===== config.mk =====
export PLATFORM = sky130hd
export DESIGN_NAME = lever_frame_interlock_unit
export DESIGN_NICKNAME = d
export VERILOG_FILES = /design/src/lfi_pkg.sv /design/src/lfi_row_mem.sv /design/src/lfi_check.sv /design/src/lever_frame_interlock_unit.sv
export VERILOG_INCLUDE_DIRS = /design/src /design/src/src
export SDC_FILE = /design/constraint.sdc
export NUM_CORES = 2
export LEC_CHECK = 0
export BUFFER_PORTS_ARGS = -buffer_cell sky130_fd_sc_hd__buf_2
export CAP_MARGIN = 20
export CORE_AREA = 2 2 387 428
export DETAILED_ROUTE_END_ITERATION = 16
export DIE_AREA = 0 0 389 430
export GPL_ROUTABILITY_DRIVEN = 0
export PLACE_DENSITY_LB_ADDON = 0.25
export SLEW_MARGIN = 20
export SYNTH_ARGS = -nofsm -noshare
export SYNTH_HDL_FRONTEND = slang
export SYNTH_SLANG_ARGS = --single-unit

===== constraint.sdc =====
create_clock -name clk -period 9.6 [get_ports clk]
set_clock_uncertainty 0.2 [all_clocks]
set_input_delay 0.48 -clock clk [delete_from_list [all_inputs] [get_ports clk]]
set_output_delay 0.48 -clock clk [all_outputs]
set_load 0.01 [all_outputs]

===== src/lever_frame_interlock_unit_macros.svh =====
// Assertion macros for the lever frame interlock unit.
// Used by the top level; expects clk and rst in scope.
`ifndef LEVER_FRAME_INTERLOCK_UNIT_MACROS_SVH
`define LEVER_FRAME_INTERLOCK_UNIT_MACROS_SVH

// Same-cycle implication, disabled during reset.
`define LFI_ASSERT_IMP(label, ante, cons, msg) \
  label: assert property (@(posedge clk) disable iff (rst) (ante) |-> (cons)) \
    else $error(msg);

// Next-cycle implication, disabled during reset.
`define LFI_ASSERT_NXT(label, ante, cons, msg) \
  label: assert property (@(posedge clk) disable iff (rst) (ante) |=> (cons)) \
    else $error(msg);

`endif


===== src/lfi_pkg.sv =====
// Shared constants, codes and types for the lever frame interlock unit.
// No dependencies.
package lfi_pkg;

  localparam int LEVER_COUNT  = 20;
  localparam int LEVER_W      = 5;
  localparam int LEVER_IDX_W  = (LEVER_COUNT > 1) ? $clog2(LEVER_COUNT) : 1;
  localparam int ROW_BITS_W   = 40;
  localparam int CODE_VEC_W   = 2 * LEVER_COUNT;
  localparam int LEVER_BITS_W = 20;
  localparam int CMD_W        = 2;
  localparam int ROW_ADDR_W   = LEVER_W + 1;
  localparam int ROW_DEPTH    = 2 ** ROW_ADDR_W;
  localparam int IN_DATA_W    = 48;
  localparam int OUT_DATA_W   = 32;

  // Command codes carried on the input tuser
  localparam logic [CMD_W-1:0] CMD_MOVE        = 2'd0;
  localparam logic [CMD_W-1:0] CMD_LOCK_ROW    = 2'd1;
  localparam logic [CMD_W-1:0] CMD_RELEASE_ROW = 2'd2;

  // Per-lever row codes
  localparam logic [1:0] CODE_MUST_PULL   = 2'd1;
  localparam logic [1:0] CODE_MUST_NORMAL = 2'd2;

  // Row bank select, top bit of the row memory address
  localparam logic ROW_SEL_LOCK    = 1'b0;
  localparam logic ROW_SEL_RELEASE = 1'b1;

  typedef logic [LEVER_COUNT-1:0] pos_vec_t;
  typedef logic [ROW_BITS_W-1:0]  row_t;

  typedef struct packed {
    logic               is_move;
    logic [LEVER_W-1:0] lever;
    logic               pulled;
  } item_t;

  typedef struct packed {
    logic                    frame_legal;
    logic                    move_sent;
    logic                    blocker_found;
    logic [LEVER_W-1:0]      blocking_lever;
    logic [LEVER_BITS_W-1:0] lever_bits;
  } result_t;

endpackage


===== src/lfi_row_mem.sv =====
// Locking and release row memory, one synchronous write and one registered read.
// Entries never written read as zero (no constraint). Depends on lfi_pkg.
module lfi_row_mem
  import lfi_pkg::*;
(
  input  logic                  clk,
  input  logic                  rst,
  input  logic                  wr_en,
  input  logic [ROW_ADDR_W-1:0] wr_addr,
  input  row_t                  wr_data,
  input  logic                  rd_en,
  input  logic [ROW_ADDR_W-1:0] rd_addr,
  output row_t                  rd_data
);

  row_t                 mem [ROW_DEPTH];
  logic [ROW_DEPTH-1:0] written;

  always_ff @(posedge clk) begin
    if (wr_en) begin
      mem[wr_addr] <= wr_data;
    end
  end

  always_ff @(posedge clk) begin
    if (rst) begin
      written <= '0;
    end else if (wr_en) begin
      written[wr_addr] <= 1'b1;
    end
  end

  always_ff @(posedge clk) begin
    if (rd_en) begin
      rd_data <= written[rd_addr] ? mem[rd_addr] : '0;
    end
  end

endmodule


===== src/lfi_check.sv =====
// Frame state and move check: requested and committed positions, legal flag.
// Checks one move against its row and commits it when no blocker is found. Depends on lfi_pkg.
module lfi_check
  import lfi_pkg::*;
(
  input  logic    clk,
  input  logic    rst,
  input  logic    fire,
  input  item_t   item,
  input  row_t    row,
  output result_t res
);

  pos_vec_t requested, requested_next;
  pos_vec_t committed, committed_next;
  logic     legal, legal_next;

  logic [CODE_VEC_W-1:0]  row_ext;
  logic [LEVER_IDX_W-1:0] idx;
  pos_vec_t               viol;
  pos_vec_t               flag_vec;
  logic                   found;
  logic [LEVER_W-1:0]     blocker;
  logic [1:0]             code;

  always_comb begin
    row_ext        = CODE_VEC_W'(row);
    idx            = item.lever[LEVER_IDX_W-1:0];
    requested_next = requested;
    committed_next = committed;
    legal_next     = legal;
    viol           = '0;
    code           = '0;

    if (item.is_move) begin
      requested_next[idx] = item.pulled;
    end

    for (int i = 0; i < LEVER_COUNT; i++) begin
      code    = row_ext[2*i +: 2];
      viol[i] = (LEVER_W'(i) != item.lever) &&
                ((code == CODE_MUST_PULL && !requested_next[i]) ||
                 (code == CODE_MUST_NORMAL && requested_next[i]));
    end

    // Legal frame checks the row; an illegal frame looks for any mismatch
    flag_vec = legal ? viol : (requested_next ^ committed);
    found    = item.is_move && (|flag_vec);
    blocker  = '0;
    for (int i = LEVER_COUNT - 1; i >= 0; i--) begin
      if (flag_vec[i]) begin
        blocker = LEVER_W'(i);
      end
    end
    if (!found) begin
      blocker = '0;
    end

    if (item.is_move) begin
      legal_next = !found;
      if (!found) begin
        committed_next[idx] = item.pulled;
      end
    end

    res.frame_legal    = legal_next;
    res.move_sent      = item.is_move && !found;
    res.blocker_found  = found;
    res.blocking_lever = blocker;
    res.lever_bits     = LEVER_BITS_W'(committed_next);
  end

  always_ff @(posedge clk) begin
    if (rst) begin
      requested <= '0;
      committed <= '0;
      legal     <= 1'b1;
    end else if (fire) begin
      requested <= requested_next;
      committed <= committed_next;
      legal     <= legal_next;
    end
  end

endmodule


===== src/lever_frame_interlock_unit.sv =====
// Channel  Dir  Signals                         Carries
// s_axis   in   tvalid tready tdata tuser       move or row write
// m_axis   out  tvalid tready tdata             one result per item
//
// The row memory read is registered together with the item; the check and commit
// then feed the result into an output register. A new item is taken
// every cycle while results drain, so sustained rate without stalls is one item per cycle.
// Reset clears positions and row valid bits; no clearing pass is needed.
// A stalled result holds the check stage, which in turn holds the input.
// Depends on lfi_pkg, lfi_row_mem, lfi_check and the assertion macro header.
`include "lever_frame_interlock_unit_macros.svh"

module lever_frame_interlock_unit
  import lfi_pkg::*;
(
  input  logic                  clk,
  input  logic                  rst,
  input  logic                  s_axis_tvalid,
  output logic                  s_axis_tready,
  // [4:0] lever, [5] pulled, [45:6] row_bits, [47:46] zero
  input  logic [IN_DATA_W-1:0]  s_axis_tdata,
  // [1:0] cmd
  input  logic [CMD_W-1:0]      s_axis_tuser,
  output logic                  m_axis_tvalid,
  input  logic                  m_axis_tready,
  // [0] frame_legal, [1] move_sent, [2] blocker_found, [7:3] blocking_lever,
  // [27:8] lever_bits, [31:28] zero
  output logic [OUT_DATA_W-1:0] m_axis_tdata
);

  logic               in_fire, out_free, s1_fire, s1_valid;
  logic [CMD_W-1:0]   cmd;
  logic [LEVER_W-1:0] lever;
  logic               pulled;
  row_t               row_in;
  logic               in_range;
  logic               is_row_wr;
  logic               wr_en;
  logic [ROW_ADDR_W-1:0] wr_addr, rd_addr;
  row_t               rd_row;
  item_t              s1_item;
  result_t            res, out_res;

  assign cmd    = s_axis_tuser;
  assign lever  = s_axis_tdata[LEVER_W-1:0];
  assign pulled = s_axis_tdata[LEVER_W];
  assign row_in = s_axis_tdata[LEVER_W+1 +: ROW_BITS_W];

  assign in_range  = {1'b0, lever} < (LEVER_W + 1)'(LEVER_COUNT);
  assign is_row_wr = (cmd == CMD_LOCK_ROW) || (cmd == CMD_RELEASE_ROW);

  assign out_free      = !m_axis_tvalid || m_axis_tready;
  assign s1_fire       = s1_valid && out_free;
  assign s_axis_tready = !s1_valid || out_free;
  assign in_fire       = s_axis_tvalid && s_axis_tready;

  assign wr_en   = in_fire && in_range && is_row_wr;
  assign wr_addr = {(cmd == CMD_RELEASE_ROW) ? ROW_SEL_RELEASE : ROW_SEL_LOCK, lever};
  assign rd_addr = {pulled ? ROW_SEL_LOCK : ROW_SEL_RELEASE, lever};

  lfi_row_mem u_row_mem (
    .clk     (clk),
    .rst     (rst),
    .wr_en   (wr_en),
    .wr_addr (wr_addr),
    .wr_data (row_in),
    .rd_en   (in_fire),
    .rd_addr (rd_addr),
    .rd_data (rd_row)
  );

  // Check stage
  always_ff @(posedge clk) begin
    if (rst) begin
      s1_valid <= 1'b0;
    end else if (in_fire) begin
      s1_valid <= 1'b1;
    end else if (s1_fire) begin
      s1_valid <= 1'b0;
    end
  end

  always_ff @(posedge clk) begin
    if (in_fire) begin
      s1_item.is_move <= (cmd == CMD_MOVE) && in_range;
      s1_item.lever   <= lever;
      s1_item.pulled  <= pulled;
    end
  end

  lfi_check u_check (
    .clk  (clk),
    .rst  (rst),
    .fire (s1_fire),
    .item (s1_item),
    .row  (rd_row),
    .res  (res)
  );

  // Output register
  always_ff @(posedge clk) begin
    if (rst) begin
      m_axis_tvalid <= 1'b0;
    end else if (s1_fire) begin
      m_axis_tvalid <= 1'b1;
    end else if (m_axis_tready) begin
      m_axis_tvalid <= 1'b0;
    end
  end

  always_ff @(posedge clk) begin
    if (s1_fire) begin
      out_res <= res;
    end
  end

  assign m_axis_tdata = OUT_DATA_W'({out_res.lever_bits, out_res.blocking_lever,
                                     out_res.blocker_found, out_res.move_sent,
                                     out_res.frame_legal});

  `LFI_ASSERT_IMP(a_sent_is_legal, m_axis_tvalid && out_res.move_sent, out_res.frame_legal, "sent move on illegal frame")
  `LFI_ASSERT_IMP(a_blocked_not_sent, m_axis_tvalid && out_res.blocker_found, !out_res.move_sent, "blocked move reported sent")
  `LFI_ASSERT_IMP(a_accept_drains, in_fire && s1_valid, s1_fire, "item accepted over a held check stage")
  `LFI_ASSERT_NXT(a_nonmove_quiet, s1_fire && !s1_item.is_move, !out_res.move_sent && !out_res.blocker_found, "non-move item reported a move")

endmodule

# Yosys cells after proc, flatten, opt, wreduce, memory -nomap -nowiden
# Memory sizes are Yosys's and may differ from the RTL's. A register that Yosys moved wholly into a read port is not among the register bits.
# Index checks and enable logic that the tools add are counted.
# totals
ff_bits	142
latch_bits	0
ram_bits	2560
mem_bits_ro	0
inputBits	54
output_inout_bits	34
wordCells	255
mem_count	1
# memory_table
memory	depth	width	read_ports	rd_ports_with_merged_regs	write_ports	line	source
u_row_mem.mem	64	40	1	1	1	lfi_row_mem.sv:16	row_t mem [ROW_DEPTH];
# op_classes
addsub	0
n_mul	0
div_mod_pow	0
n_lt_le_gt_ge	6
eq_ne	61
shift	0
n_mux	40
n_bitwise	3
n_reduce_logical	126
# op_table
op	n
$mux 20	4
$logic_and 1x1->1	69
$or 64x64->64	1
$eq 2x1->1 const B	21
$eq 2x2->1 const B	21
$bwmux 20	2
$ne 4x5->1 const A	8
$mux 4	8
$logic_not 1->1	24
$logic_or 1x1->1	23
$mux 5	4
$ne 3x5->1 const A	4
$ne 5x5->1 const A	4
$reduce_or 20->1	1
$xor 20x20->20	1
$reduce_or 17->1	1
$lt 6x7->1 const B	2
$mux 1	13
$mux 3	4
$ne 2x5->1 const A	2
$reduce_or 9->1	1
$bmux 1 s6	1
$demux 1 s6	1
$ge 6x1->1 const B	1
other kinds (13)	15

# Depth between registers and ports, before layout
# depth
word_depth	30
mapped_depth	14
ltp_nobuf	9

# By module
# A second synthesis with hierarchy kept.
# unflattened
hier_cells	5059
hier_area_um2	105935.4
# modules_own_cells
mod	instances	cells_per_inst	area_each_um2	seq_area_each_um2
lfi_row_mem	1	4426	100420.1	79356.1
lfi_check	1	575	4275.4	820.8
lever_frame_interlock_unit	1	58	1239.9	1091.0

# Worst setup path after synthesis
# No wires, ideal clock.
# synth_path
kind	input-to-reg
from	in m_axis_tready
to	mem u_row_mem.mem[33][0] in the netlist's numbering, enable pin
arrival_time_ps	4449
setup_slack_ps	4512
stages	7
n_path_buf	1
cell_sequence	nor2b_1 > nand2_1 > and2_1 > nand2_1 > or4_1 > clkbuf_1 > nor2_1
# synth_between
elab_chain_len	7
# synth_lines
item	line	source
start: declaration	lever_frame_interlock_unit.sv:25	input logic m_axis_tready,
$logic_or 1x1->1	lever_frame_interlock_unit.sv:52	assign out_free = !m_axis_tvalid || m_axis_tready;
$logic_or 1x1->1	lever_frame_interlock_unit.sv:54	assign s_axis_tready = !s1_valid || out_free;
net s_axis_tready	lever_frame_interlock_unit.sv:19	output logic s_axis_tready,
$logic_and 1x1->1	lever_frame_interlock_unit.sv:55	assign in_fire = s_axis_tvalid && s_axis_tready;
net in_fire	lever_frame_interlock_unit.sv:31	logic in_fire, out_free, s1_fire, s1_valid;
$logic_and 1x1->1 (2 in series)	lever_frame_interlock_unit.sv:57	assign wr_en = in_fire && in_range && is_row_wr;
$mux 1	lfi_row_mem.sv:20	if (wr_en) begin
$mux 1 (implied by the code)	lfi_row_mem.sv:21	mem[wr_addr] <= wr_data;
end: declaration	lfi_row_mem.sv:16	
# The timed path passes the listed nets, and every way through them passes these cells.

# Worst setup path in the final report
# layout_path
from	in s_axis_tdata[2]
to	reg u_row_mem.rd_data[16], read port of u_row_mem.mem, data pin
# layout_between
elab_chain_len	3
# layout_lines
item	line	source
start: declaration	lever_frame_interlock_unit.sv:21	input logic [IN_DATA_W-1:0] s_axis_tdata,
$bmux 1 s6	lfi_row_mem.sv:35	rd_data <= written[rd_addr] ? mem[rd_addr] : '0;
$mux 1 (implied by the code)	lfi_row_mem.sv:35	
$logic_not 1->1 (no source line)	n/a	
end: declaration	lfi_row_mem.sv:13	output row_t rd_data
# Several ways; a longest one is shown, not always the timed one. The select of a mux whose other input is x is not followed.
# A chain may end at the register's enable or synchronous reset.

==> impl_metrics.py <==
metrics = {
    "layout": {
        "area_delta_synth_final_pct": 14.1,
        "fin_cells": 9966,
        "drive_gt1_share_pct": 9.54,
        "fill_cells": 9704,
        "layout.nets": 7707,
        "fin_util_pct": 73.7,
    },
    "detailed_routing": {
        "wl_per_cell_um": 29.4,
        "vias": 65700,
        "ant_nets": 0,
        "drc_errors": 0,
        "wirelength_um": 293000,
        "drt_iter0_drc": 10100,
        "viasPerCell": 6.59,
        "drtPass1Iterations": 9,
    },
    "logic_synthesis": {
        "synthDistinctLibCells": 96,
        "synth-seq-cells": 2742,
        "syn_area_um2": 105000,
        "yosysTopAreaCell": "edfxtp_1",
        "yosysWarnings": 0,
        "ys_seq_area_share_pct": 77.1,
        "yosys-top-cells-area": "edfxtp_1, mux2i_1, a22oi_1",
        "ys_top_cells_by_count": "edfxtp_1, nand2_1, a21oi_1, nor2_1, a22oi_1",
        "synth_most_common_cell": "edfxtp_1",
        "synth_edf_count": 2635,
        "avgSynthCellArea_um2": 15.9,
        "syn_inst": 6636,
        "ys.flop_type": "edfxtp_1",
        "synthArstFlopShare_pct": 0,
        "yosysTopAreaCellShare_pct": 75.1,
    },
    "place": {
        "io_buffers": 81,
        "place_ws_ns": 3.97,
        "dpl.cell_count": 9490,
        "place_hpwl_um": 149000,
    },
    "sta": {
        "period_share_pct": 57.0,
        "setup_ws_ns": 4.13,
        "finalHoldViolCount": 0,
        "final_max_slew_viol_count": 0,
        "holdWs_ns": 0.0623,
        "rsz0062_at_grt": "no",
        "fmax_mhz": 183,
        "worstMarginPinSlew_ns": 1.30,
        "finalCriticalPeriod_ns": 5.47,
        "finalSetupViolCount": 0,
        "fin_tns_setup_ns": 0,
        "slew_headroom_pct": 13.4,
    },
    "floorplanning": {
        "core-area_um2": 163000,
        "die_area_um2": 167000,
        "ioPinCount": 88,
        "num_rows": 156,
        "fp.dieH_um": 430,
        "initial_core_util_pct": 64.6,
        "chipWidth_um": 389,
    },
    "global_route": {
        "grt_pass1_wl_um": 419000,
        "grt_max_degree": 117,
        "first_global_vias": 63600,
        "grt_remaining_overflow": 0,
        "grt_usage_pct": 34.8,
        "antenna_found_initial": 12,
    },
    "setup_path": {
        "start_kind": "input pin",
        "crit_family": "buffers and inverters",
        "crit_fanout": 57,
        "cp_slowest_cell": "and3_4",
        "path_depth": 12,
        "rrSetupSlack_ns": 4.57,
        "crit_chain": "dlygate4sd3_1, buf_8, buf_4, and3_4, buf_4, buf_4, a22oi_1, nand3_1, a221oi_1, o21ai_0, a31oi_1, a211oi_1",
        "worstPathRequired_ns": 10.14,
        "endpoint": "u_row_mem.rd_data[16]",
        "r2r-end": "m_axis_tdata[14]",
        "startpoint": "s_axis_tdata[2]",
        "arrival_ns": 6.01,
        "worstSetupPathType": "in2reg",
        "r2r_cells": 9,
        "cpMostUsedCell": "buf_4",
        "crit_buf_inv": 5,
        "r2r-start": "s1_item[6]",
        "max_stage_delay_ns": 1.07,
        "cp-end-kind": "register",
    },
    "pwr": {
        "cellLeakagePower_nw": 41.2,
        "ir_drop_v": 0.000219,
        "power.density_nw_per_um2": 208,
    },
    "clock_network": {
        "cts-root-buf": "clkbuf_16",
        "cts.repair.resized": 0,
        "clk_pin_slew_worst_paths_ns": 0.06,
        "cts.sinks": 2742,
        "clk_path_buf_depth": 4,
        "cts_made_buffers": 277,
        "insertion_delay_ns": 0.94,
        "cts_tree": "yes",
        "htree_levels": 5,
    },
    "worst_hold_path": {
        "hold_class": "in2reg",
    },
    "run": {
        "drv_cap": 0,
    },
    "run_status": {
        "status": "finished, final reports clean",
    },
}
-- cells in the final DEF (no fill, tap or decap), types with 33 or more instances in the layout --
cell | synthesis | layout
edfxtp_1 | 2635 | 2635
conb_1 | 1 | 964
nand2_1 | 468 | 468
a21oi_1 | 429 | 429
nor2_1 | 396 | 353
a22oi_1 | 344 | 344
mux2i_1 | 323 | 323
o21ai_0 | 296 | 296
clkbuf_16 | 0 | 284
nand3_1 | 166 | 166
a221oi_1 | 154 | 154
buf_4 | 6 | 123
dfxtp_1 | 107 | 107
nand4_1 | 84 | 84
a22o_1 | 81 | 81
buf_2 | 36 | 71
clkbuf_1 | 298 | 69
a211oi_1 | 62 | 62
nor3_1 | 60 | 58
clkinv_1 | 2 | 54
mux2_2 | 54 | 54
nor2_4 | 0 | 43
mux4_2 | 41 | 41
o211ai_1 | 40 | 40
nor2b_1 | 46 | 39
a222oi_1 | 39 | 39
a311oi_1 | 39 | 39
a31oi_1 | 33 | 33
-- final cells by class --
type,instances,area [um2],share of cell area (%)
Antenna cell,5,12.5,0.0104
Clock buffer,359,7450,6.19
Clock inverter,97,702,0.584
Inverter,15,63.8,0.0531
Multi-Input combinational cell,4387,26300,21.9
Sequential cell,2742,81300,67.6
Tap cell,2133,2670,2.22
Timing Repair Buffer,228,1810,1.50
-- stage by stage --
step	cell area, um2	total power [mW]
2_1_floorplan	109000	14.6
3_3_place_gp	112000	15.2
3_5_place_dp	112000	15.3
4_1_cts	120000	25.0
5_1_grt	120000	25.6
6_report	120000	25.0
-- cells by family after synthesis --
logic type | Yosys count | share of synthesized area [%]
AO/OA/AOI/OAI | 1625 | 10.4
XOR/XNOR | 7 | 0.0582
adder cells (fa/ha/maj) | 2 | 0.0237
buffers and inverters | 470 | 1.75
flip-flops | 2742 | 77.1
multiplexers | 429 | 4.66
other | 1 | 0.00356
AND/OR/NAND/NOR | 1360 | 6.03
-- per-layer routing --
layer  vias to the layer above  GRT usage, %  share of wire [%]
met5                         -             0              0.020
met4                        10          17.9                5.6
met3                       907          9.21                 14
met2                      5052          55.1                 47
met1                     32300          44.8                 34
li1                      27400             -                  -
-- flip-flops by register name (all words and copies together), names as in the netlist --
name               flops
s1_valid               1
u_row_mem.rd_data     40
m_axis_tvalid          1
u_row_mem.written     64
u_check.committed     20
s1_item                7
u_check.legal          1
u_row_mem.mem       2560
u_check.requested     20
m_axis_tdata          28
-- worst reg2reg max path: cells and delay by family, from the launching register on --
family | cells | cell delay (ns)
AND/OR/NAND/NOR | 5 | 2.71
flip-flops | 1 | 0.91
AO/OA/AOI/OAI | 3 | 0.59
multiplexers | 1 | 0.36
-- worst min-delay path by stage --
stage	slack (ns)	endpoint	depth (start not counted)	startpoint
floorplan	0.23	u_row_mem.written[23]	1	u_row_mem.written[23]
global placement	0.24	u_row_mem.written[3]	2	u_row_mem.written[3]
detailed placement	0.26	u_row_mem.written[22]	1	u_row_mem.written[22]
CTS	0.003	u_row_mem.mem[28][7]	1	s_axis_tdata[13]
global route	0.09	u_row_mem.mem[28][7]	1	s_axis_tdata[13]
finish	0.06	u_row_mem.mem[23][0]	1	s_axis_tdata[6]
-- repair_timing --
action                                 4_1_cts  5_1_grt
setup buffers                                0        0
endpoints found under the hold margin       66      211
hold buffers                                10        4
-- where the power goes --
part / switching [mW] / internal, mW
Combinational: 1.02 / 0.375
Clock: 4.27 / 5.70
Sequential: 0.148 / 13.5
Note: power is estimated with default switching activity, not from simulation.
